## src/sv/tdpws_pkg.sv

```systemverilog
`timescale 1ns / 1ps
// ============================================================================
// tdpws_pkg
// Shared types and constants for the tick-driven pot wiper stepper.
// ============================================================================
package tdpws_pkg;

    localparam int unsigned POS_W   = 7;
    localparam int unsigned TIMER_W = 16;
    localparam int unsigned CFG_IDX_W = 2;

    localparam logic [POS_W-1:0]   FULL_SCALE = 7'd100;
    localparam logic [POS_W-1:0]   POS_ZERO   = 7'd0;
    localparam logic [TIMER_W-1:0] TIMER_MAX  = 16'hFFFF;

    // item opcodes
    localparam logic OP_TICK     = 1'b0;
    localparam logic OP_SET_GOAL = 1'b1;

    // configuration register indexes
    localparam logic [CFG_IDX_W-1:0] REG_INVERT_DIRECTION = 2'd0;
    localparam logic [CFG_IDX_W-1:0] REG_INC_PERIOD       = 2'd1;
    localparam logic [CFG_IDX_W-1:0] REG_RELEASE_PERIOD   = 2'd2;
    localparam logic [CFG_IDX_W-1:0] REG_STORE_ON_RELEASE = 2'd3;

    typedef enum logic [2:0] {
        PH_UNSEL = 3'b001,
        PH_SEL   = 3'b010,
        PH_REL   = 3'b100
    } t_phase;

    typedef struct packed {
        logic             op;
        logic [POS_W-1:0] goal_value;
        logic             lock_offered;
    } t_in_item;

    typedef struct packed {
        logic             chip_select_n;
        logic             direction_pin;
        logic             increment_pin;
        logic             lock_held;
        logic [POS_W-1:0] wiper_position;
        logic             at_goal;
    } t_out_item;

    typedef struct packed {
        logic [CFG_IDX_W-1:0] index;
        logic [TIMER_W-1:0]   value;
    } t_cfg_write;

    typedef struct packed {
        logic               invert_direction;
        logic [TIMER_W-1:0] inc_period_ticks;
        logic [TIMER_W-1:0] release_period_ticks;
        logic               store_on_release;
    } t_cfg;

    typedef struct packed {
        t_phase             phase;
        logic [POS_W-1:0]   goal;
        logic [POS_W-1:0]   cur;
        logic               inc_level;
        logic               dir_level;
        logic               cs_level;
        logic               lock_owned;
        logic [TIMER_W-1:0] inc_elapsed;
        logic [TIMER_W-1:0] rel_elapsed;
    } t_state;

endpackage

```

## src/sv/tdpws_if.sv

```systemverilog
`timescale 1ns / 1ps
// ============================================================================
// tdpws channel interfaces
// Valid/ready channels for input items, result items and register writes.
// ============================================================================
interface tdpws_in_if;
    logic                valid;
    logic                ready;
    tdpws_pkg::t_in_item data;
    modport source (output valid, output data, input ready);
    modport sink   (input valid, input data, output ready);
endinterface

interface tdpws_out_if;
    logic                 valid;
    logic                 ready;
    tdpws_pkg::t_out_item data;
    modport source (output valid, output data, input ready);
    modport sink   (input valid, input data, output ready);
endinterface

interface tdpws_cfg_if;
    logic                  valid;
    logic                  ready;
    tdpws_pkg::t_cfg_write data;
    modport source (output valid, output data, input ready);
    modport sink   (input valid, input data, output ready);
endinterface

```

## src/sv/tick_driven_pot_wiper_stepper.sv

```systemverilog
`timescale 1ns / 1ps
// ============================================================================
// tick_driven_pot_wiper_stepper
// Controller for an up/down/increment digital potentiometer. Each input item
// is either one tick of time or a new goal position (0..100, larger values
// saturate). Ticks take the shared chip-select lock when offered, step the
// wiper with INC toggles at the programmed period, and at the goal drive INC
// to the store level, raise CS and keep the lock for the release period.
// Every item yields exactly one result item showing the pin levels, lock
// ownership, assumed wiper position and an at-goal flag after that item.
// Rate: one item per clock. The item updates the state registers in the
// accepting cycle through a single pass of next-state logic (two 16-bit
// increment/compares and a 7-bit step), and its result is held in an output
// register the following cycle; the input stays ready while that register is
// empty or being drained. Register writes are always accepted and should be
// made only while the block is idle.
// ============================================================================
module tick_driven_pot_wiper_stepper (
    input  logic           i_clk,
    input  logic           i_rst_n,
    tdpws_in_if.sink       i_in,
    tdpws_out_if.source    o_out,
    tdpws_cfg_if.sink      i_cfg
);

    tdpws_pkg::t_state    r_state;
    tdpws_pkg::t_state    n_state;
    tdpws_pkg::t_cfg      r_cfg;
    tdpws_pkg::t_out_item r_out;
    logic                 r_out_valid;
    logic                 w_in_acc;

    // input flows whenever the result register is free or draining
    assign i_in.ready  = ~r_out_valid | o_out.ready;
    assign w_in_acc    = i_in.valid & i_in.ready;
    assign i_cfg.ready = 1'b1;

    assign o_out.valid = r_out_valid;
    assign o_out.data  = r_out;

    tdpws_step u_step (
        .i_state (r_state),
        .i_cfg   (r_cfg),
        .i_item  (i_in.data),
        .o_next  (n_state)
    );

    // state registers: reset values match a freshly powered controller
    always_ff @(posedge i_clk) begin
        if (!i_rst_n) begin
            r_state.phase       <= tdpws_pkg::PH_UNSEL;
            r_state.goal        <= tdpws_pkg::POS_ZERO;
            r_state.cur         <= tdpws_pkg::POS_ZERO;
            r_state.inc_level   <= 1'b0;
            r_state.dir_level   <= 1'b1;
            r_state.cs_level    <= 1'b1;
            r_state.lock_owned  <= 1'b0;
            r_state.inc_elapsed <= tdpws_pkg::TIMER_MAX;
            r_state.rel_elapsed <= tdpws_pkg::TIMER_MAX;
        end else if (w_in_acc) begin
            r_state <= n_state;
        end
    end

    // configuration registers
    always_ff @(posedge i_clk) begin
        if (!i_rst_n) begin
            r_cfg.invert_direction     <= 1'b0;
            r_cfg.inc_period_ticks     <= 16'd1;
            r_cfg.release_period_ticks <= 16'd20;
            r_cfg.store_on_release     <= 1'b0;
        end else if (i_cfg.valid & i_cfg.ready) begin
            case (i_cfg.data.index)
                tdpws_pkg::REG_INVERT_DIRECTION: begin
                    r_cfg.invert_direction <= i_cfg.data.value[0];
                end
                tdpws_pkg::REG_INC_PERIOD: begin
                    r_cfg.inc_period_ticks <= i_cfg.data.value;
                end
                tdpws_pkg::REG_RELEASE_PERIOD: begin
                    r_cfg.release_period_ticks <= i_cfg.data.value;
                end
                tdpws_pkg::REG_STORE_ON_RELEASE: begin
                    r_cfg.store_on_release <= i_cfg.data.value[0];
                end
                default: begin
                end
            endcase
        end
    end

    // result register: valid flag under reset, payload loads on accept
    always_ff @(posedge i_clk) begin
        if (!i_rst_n) begin
            r_out_valid <= 1'b0;
        end else if (w_in_acc) begin
            r_out_valid <= 1'b1;
        end else if (o_out.ready) begin
            r_out_valid <= 1'b0;
        end
    end

    always_ff @(posedge i_clk) begin
        if (w_in_acc) begin
            r_out.chip_select_n  <= n_state.cs_level;
            r_out.direction_pin  <= n_state.dir_level;
            r_out.increment_pin  <= n_state.inc_level;
            r_out.lock_held      <= n_state.lock_owned;
            r_out.wiper_position <= n_state.cur;
            r_out.at_goal        <= (n_state.cur == n_state.goal);
        end
    end

    // lock is owned exactly while selected or releasing
    a_lock_phase: assert property (@(posedge i_clk) disable iff (!i_rst_n)
        r_state.lock_owned == (r_state.phase != tdpws_pkg::PH_UNSEL))
        else $error("lock ownership out of step with select phase");

    // chip is selected only in the selected phase
    a_cs_phase: assert property (@(posedge i_clk) disable iff (!i_rst_n)
        (r_state.cs_level == 1'b0) == (r_state.phase == tdpws_pkg::PH_SEL))
        else $error("chip select level out of step with select phase");

    // position changes only when an item is taken
    a_pos_hold: assert property (@(posedge i_clk) disable iff (!i_rst_n)
        !w_in_acc |=> $stable(r_state.cur))
        else $error("wiper position moved without an item");

    // a stalled result keeps its valid flag
    a_out_hold: assert property (@(posedge i_clk) disable iff (!i_rst_n)
        (r_out_valid && !o_out.ready) |=> r_out_valid)
        else $error("pending result dropped");

endmodule

```

## src/sv/tdpws_step.sv

```systemverilog
`timescale 1ns / 1ps
// ============================================================================
// tdpws_step
// Next-state logic for one item: a tick of time or a new goal.
// ============================================================================
module tdpws_step (
    input  tdpws_pkg::t_state   i_state,
    input  tdpws_pkg::t_cfg     i_cfg,
    input  tdpws_pkg::t_in_item i_item,
    output tdpws_pkg::t_state   o_next
);

    logic [tdpws_pkg::POS_W-1:0]   goal_sat;
    logic [tdpws_pkg::TIMER_W-1:0] inc_sat;
    logic [tdpws_pkg::TIMER_W-1:0] rel_sat;
    logic                          up;

    always_comb begin
        o_next   = i_state;
        goal_sat = (i_item.goal_value > tdpws_pkg::FULL_SCALE) ?
                   tdpws_pkg::FULL_SCALE : i_item.goal_value;
        inc_sat  = (i_state.inc_elapsed == tdpws_pkg::TIMER_MAX) ?
                   tdpws_pkg::TIMER_MAX : i_state.inc_elapsed + 16'd1;
        rel_sat  = (i_state.rel_elapsed == tdpws_pkg::TIMER_MAX) ?
                   tdpws_pkg::TIMER_MAX : i_state.rel_elapsed + 16'd1;
        up       = i_state.goal > i_state.cur;

        if (i_item.op == tdpws_pkg::OP_SET_GOAL) begin
            if (goal_sat != i_state.goal) begin
                o_next.goal = goal_sat;
                // end-stop goal: assume the far end so a full run resyncs
                if (goal_sat == tdpws_pkg::FULL_SCALE) begin
                    o_next.cur = tdpws_pkg::POS_ZERO;
                end else if (goal_sat == tdpws_pkg::POS_ZERO) begin
                    o_next.cur = tdpws_pkg::FULL_SCALE;
                end
            end
        end else begin
            o_next.inc_elapsed = inc_sat;
            o_next.rel_elapsed = rel_sat;

            if (o_next.phase == tdpws_pkg::PH_REL &&
                rel_sat >= i_cfg.release_period_ticks) begin
                o_next.lock_owned = 1'b0;
                o_next.phase      = tdpws_pkg::PH_UNSEL;
            end

            if (i_state.goal != i_state.cur) begin
                if (o_next.phase == tdpws_pkg::PH_UNSEL && i_item.lock_offered) begin
                    o_next.cs_level   = 1'b0;
                    o_next.lock_owned = 1'b1;
                    o_next.phase      = tdpws_pkg::PH_SEL;
                end
                if (o_next.phase == tdpws_pkg::PH_SEL &&
                    inc_sat >= i_cfg.inc_period_ticks) begin
                    o_next.dir_level   = ~(up ^ i_cfg.invert_direction);
                    o_next.inc_level   = ~i_state.inc_level;
                    o_next.inc_elapsed = '0;
                    // step counted on the falling INC edge
                    if (i_state.inc_level) begin
                        o_next.cur = up ? i_state.cur + 7'd1 : i_state.cur - 7'd1;
                    end
                end
            end else if (o_next.phase == tdpws_pkg::PH_SEL) begin
                o_next.inc_level   = i_cfg.store_on_release;
                o_next.cs_level    = 1'b1;
                o_next.phase       = tdpws_pkg::PH_REL;
                o_next.rel_elapsed = '0;
            end
        end
    end

endmodule

```

## src/flat_wrapper.sv

```systemverilog
// flat-port wrapper written by rule: the top's interface ports become plain ports
module tick_driven_pot_wiper_stepper_flat 
  (i_clk, i_rst_n, i_in_valid, i_in_data, i_in_ready, o_out_valid, o_out_data, o_out_ready, i_cfg_valid, i_cfg_data, i_cfg_ready);
  tdpws_in_if i_in_i ();
  tdpws_out_if o_out_i ();
  tdpws_cfg_if i_cfg_i ();
  input  logic i_clk;
  input  logic i_rst_n;
  input wire logic [$bits(i_in_i.valid)-1:0] i_in_valid;
  input wire logic [$bits(i_in_i.data)-1:0] i_in_data;
  output wire logic [$bits(i_in_i.ready)-1:0] i_in_ready;
  output wire logic [$bits(o_out_i.valid)-1:0] o_out_valid;
  output wire logic [$bits(o_out_i.data)-1:0] o_out_data;
  input wire logic [$bits(o_out_i.ready)-1:0] o_out_ready;
  input wire logic [$bits(i_cfg_i.valid)-1:0] i_cfg_valid;
  input wire logic [$bits(i_cfg_i.data)-1:0] i_cfg_data;
  output wire logic [$bits(i_cfg_i.ready)-1:0] i_cfg_ready;
  assign i_in_i.valid = i_in_valid;
  assign i_in_i.data = i_in_data;
  assign i_in_ready = i_in_i.ready;
  assign o_out_valid = o_out_i.valid;
  assign o_out_data = o_out_i.data;
  assign o_out_i.ready = o_out_ready;
  assign i_cfg_i.valid = i_cfg_valid;
  assign i_cfg_i.data = i_cfg_data;
  assign i_cfg_ready = i_cfg_i.ready;
  tick_driven_pot_wiper_stepper u_core (.i_clk(i_clk), .i_rst_n(i_rst_n), .i_in(i_in_i), .o_out(o_out_i), .i_cfg(i_cfg_i));
endmodule
```

## config.mk

```make
export PLATFORM = sky130hd
export DESIGN_NAME = tick_driven_pot_wiper_stepper_flat
export DESIGN_NICKNAME = d
export VERILOG_FILES = /design/src/sv/tdpws_pkg.sv /design/src/sv/tdpws_if.sv /design/src/sv/tick_driven_pot_wiper_stepper.sv /design/src/sv/tdpws_step.sv /design/src/flat_wrapper.sv
export SDC_FILE = /design/constraint.sdc
export NUM_CORES = 1
export LEC_CHECK = 0
export ABC_CLOCK_PERIOD_IN_PS = 3900
export BUFFER_PORTS_ARGS = -buffer_cell sky130_fd_sc_hd__buf_2
export CORE_MARGIN = 2
export CORE_UTILIZATION = 55
export CTS_CLUSTER_DIAMETER = 40
export CTS_CLUSTER_SIZE = 20
export DETAILED_ROUTE_END_ITERATION = 10
export HOLD_SLACK_MARGIN = 0.15
export PLACE_DENSITY = 0.75
export SYNTH_ARGS = -nofsm -noshare
export SYNTH_HDL_FRONTEND = slang
export SYNTH_SLANG_ARGS = --single-unit
```

## constraint.sdc

```tcl
create_clock -name i_clk -period 3.9 [get_ports i_clk]
set_clock_uncertainty 0.2 [all_clocks]
set_input_delay 0.195 -clock i_clk [delete_from_list [all_inputs] [get_ports i_clk]]
set_output_delay 0.195 -clock i_clk [all_outputs]
set_load 0.05 [all_outputs]
```

==> impl_metrics.csv <==
group,metric,value,unit
placed_design,dp_slack,-0.263,ns
setup_path,slowest_stage,"a2111o_1",
setup_path,crit_chain,"ha_4 > nand2_4 > nor2_4 > nand2_2 > or3_4 > and2_4 > ha_4 > nand2b_4 > a2111o_1 > a221oi_2 > o211ai_1 > buf_4 > nand3_4 > mux2i_4 > xor2_1 > nand4_1 > nor4b_2",
cells_and_area,final_core_util,70.8,%
synthesis,async_reset_ff_share,0,%
clock_tree,worstSkewPairLatency,0.39,ns
synthesis,synth_edf_count,12,
floorplan,fp.dieH,110,µm
floorplan,core,10900,µm²
sta,rsz0062_at_grt,"yes",
flow_run,maxCapViolations,0,
cells_and_area,fillers,848,
synthesis,synth-simple-area-share,22.0,%
sta,fin_crit_sh,102,%
route,vias,5984,
synthesis,synth_fa_ha_area_share,9.70,%
global_route,grt_pass1_vias,5760,
cells_and_area,layout_common_cells,"137 x nand2_1, 83 x dfxtp_1, 76 x a21oi_1, 61 x buf_4, 52 x inv_1",
clock_tree,htree_num_levels,3,
sta,hold_violations,0,
floorplan,start_util,56.4,%
worst_hold_path,hold_class,"reg -> reg",
synthesis,synthMuxAreaShare,3.08,%
synthesis,synth_area,6140,µm²
synthesis,synth.distinct_cells,67,
clock_tree,clkTransAtPathRegs,0.10,ns
synthesis,synth_cells,762,
clock_tree,cts_tree,"done",
route,dr.pass1.iters,5,
power_and_ir_drop,p_per_area,389,nW/µm²
synthesis,synth_compound_area_share,20.9,%
setup_path,cp_max_fo,5,
clock_tree,clockRootBuffer,"clkbuf_8",
synthesis,synth_top_family_by_area,"simple AND/OR/NAND/NOR gates",
global_route,grt_max_degree,68,
sta,maxSlewHeadroom,22.8,%
setup_path,worstPathArrival,4.01,ns
setup_path,cp_top_family,"simple AND/OR/NAND/NOR gates",
sta,worst_slack,-0.0829,ns
cells_and_area,antenna_cells,0,
power_and_ir_drop,ir_worst_vdd,291,µV
clock_tree,cts_buffer_depth,2,
sta,fin_crit,3.98,ns
route,drt-total-wl,16500,µm
clock_tree,cts_made_buffers,9,
synthesis,synthFlopType,"dfxtp_1",
setup_path,start_kind,"flip-flop",
global_route,antenna_found_initial,0,
outcome,status,"finished, violations left",
setup_path,cp_common_cell,"ha_4",
cells_and_area,drive_gt1_share,22.1,%
setup_path,cp.buffers_inverters,1,
placed_design,dp_hpwl,11600,µm
outcome,violations,"setup timing",
placed_design,placedCellCount,971,
synthesis,syn_area_per_cell,8.06,µm²
floorplan,io_pins,47,
placed_design,gp_congestion,0.918,
power_and_ir_drop,p_leak,3.15,nW
cells_and_area,finalNonFillerCells,1026,
global_route,grt_overflow,0,
route,viasPerCell,5.83,
placed_design,numPortBuffers,45,
setup_path,required,3.93,ns
route,drtIter0Drc,373,
sta,achievable-frequency,251,MHz
floorplan,die_x,110,µm
cells_and_area,syn2layout_area_growth,25.6,%
sta,setup_viol,1,
setup_path,end_kind,"flip-flop",
synthesis,synthXorXnorAreaFrac,4.28,%
synthesis,ys_seq_area_share,34.6,%
clock_tree,cts_sinks,100,
cells_and_area,nets,960,
floorplan,std_cell_rows,38,
floorplan,die_area,12000,µm²
sta,tightest_slew,1.16,ns
setup_path,path_class,"reg -> reg",
sta,slew_viol_final,0,
cells_and_area,mostFrequentLayoutCell,"nand2_1",
route,wl_per_cell,16.0,µm
global_route,grt_pass1_wl,26600,µm
setup_path,slowest_delay,0.42,ns
route,drc,0,
synthesis,ys.warnings.count,0,
synthesis,synth_seq_cells,100,
global_route,grt_use_total,28.3,%
route,final_antenna_net_count,0,
synthesis,syn_nets,841,
-- area by class of cell --
| class | count | area, µm² | area share, % |
|---|---|---|---|
| clock buffer | 9 | 124 | 1.61 |
| clock inverter | 7 | 80.1 | 1.04 |
| inverter | 53 | 199 | 2.58 |
| multi-input combinational | 576 | 3960 | 51.3 |
| sequential | 100 | 2140 | 27.7 |
| tap | 140 | 175 | 2.27 |
| timing repair buffer | 141 | 1040 | 13.5 |
-- cells in the mapped netlist (all sizes together), types with 5 or more instances --
master  count  area, µm²
a21o        5       37.5
a221o      20        201
dfxtp      88       1760
nor2       44        165
o21a        5       37.5
xnor2      18        158
nand3      32        165
or3         7       43.8
a211oi      7       52.6
mux2i      11        155
nor2b       7       43.8
nand2b      9       56.3
o21ai      30        161
o211ai      6       45.0
clkbuf     30        113
nand2     141        529
inv        53        199
and3       16        100
ha         46        576
nor3        8       40.0
edfxtp     12        360
a21oi      78        390
xor2       12        105
nand4       9       56.3
o22ai       5       31.3
and2        8       50.1
-- layer usage --
metal  share of wire (%)  global-route usage [%]
met1                  42                    33.1
met2                  51                    50.7
met3                 4.6                    5.99
met4                 2.6                    10.4
met5                   0                       0
-- logic make-up (layout without fill, tap and decap cells) --
| group | count (synthesis) | count (layout) |
|---|---|---|
| AOI/OAI and AO/OA | 191 | 191 |
| xor gates and xnor gates | 30 | 30 |
| adders and majority gates | 47 | 47 |
| buffers and inverters | 86 | 210 |
| DFF | 100 | 100 |
| muxes | 14 | 14 |
| other | 1 | 1 |
| and+or+nand+nor | 293 | 293 |
-- timing repair --
action	CTS	global route
hold endpoints to repair	61	0
setup buffers	6	1
hold buffers	32	0
pin swaps	25	13
resized for setup	35	21
setup endpoints to repair	22	23
-- flip-flops by register name (all words and copies together), names as in the netlist --
signal / flops
u_core.o_out.valid: 1
u_core.o_out.data: 12
u_core.r_cfg: 34
u_core.r_state: 53
-- worst register-to-register path: stages, from the launching register on --
cell,delay (ns)
dfxtp_4,0.38
ha_4,0.14
nand2_4,0.05
nor2_4,0.10
nand2_2,0.06
or3_4,0.35
and2_4,0.16
ha_4,0.20
nand2b_4,0.13
a2111o_1,0.42
a221oi_2,0.32
o211ai_1,0.15
buf_4,0.19
nand3_4,0.19
mux2i_4,0.28
xor2_1,0.16
nand4_1,0.12
nor4b_2,0.21
-- per-stage QoR --
stage	total power [mW]	hold WS, ns	cell area [µm²]	setup TNS (ns)
after global routing	3.19	0.281	7710	-0.697
after global placement	2.13	0.244	6890	-0.112
after detailed placement	2.17	0.248	6890	-1.03
after floorplan	1.86	0.119	6200	0
after CTS	2.96	0.248	7610	-0.0196
final	3.00	0.262	7710	-0.0829
-- power by group --
part / leakage, nW / internal [mW] / switching (mW)
clock: 0.105 / 0.306 / 0.387
sequential: 0.838 / 1.10 / 0.0485
combinational: 2.20 / 0.519 / 0.636
total: 3.15 / 1.93 / 1.07
-- final timing paths --
kind | startpoint | endpoint | slack (ns) | cells past startpoint
worst min-delay path | u_core.r_cfg[14] | u_core.r_cfg[14] | 0.26 | 2
worst max-delay path | u_core.r_state[1] | u_core.o_out.data[0] | -0.08 | 17
worst min register to register | u_core.r_cfg[14] | u_core.r_cfg[14] | 0.26 | 2
worst max register to register | u_core.r_state[1] | u_core.o_out.data[0] | -0.08 | 17
Power figures use the tool's default switching activity.
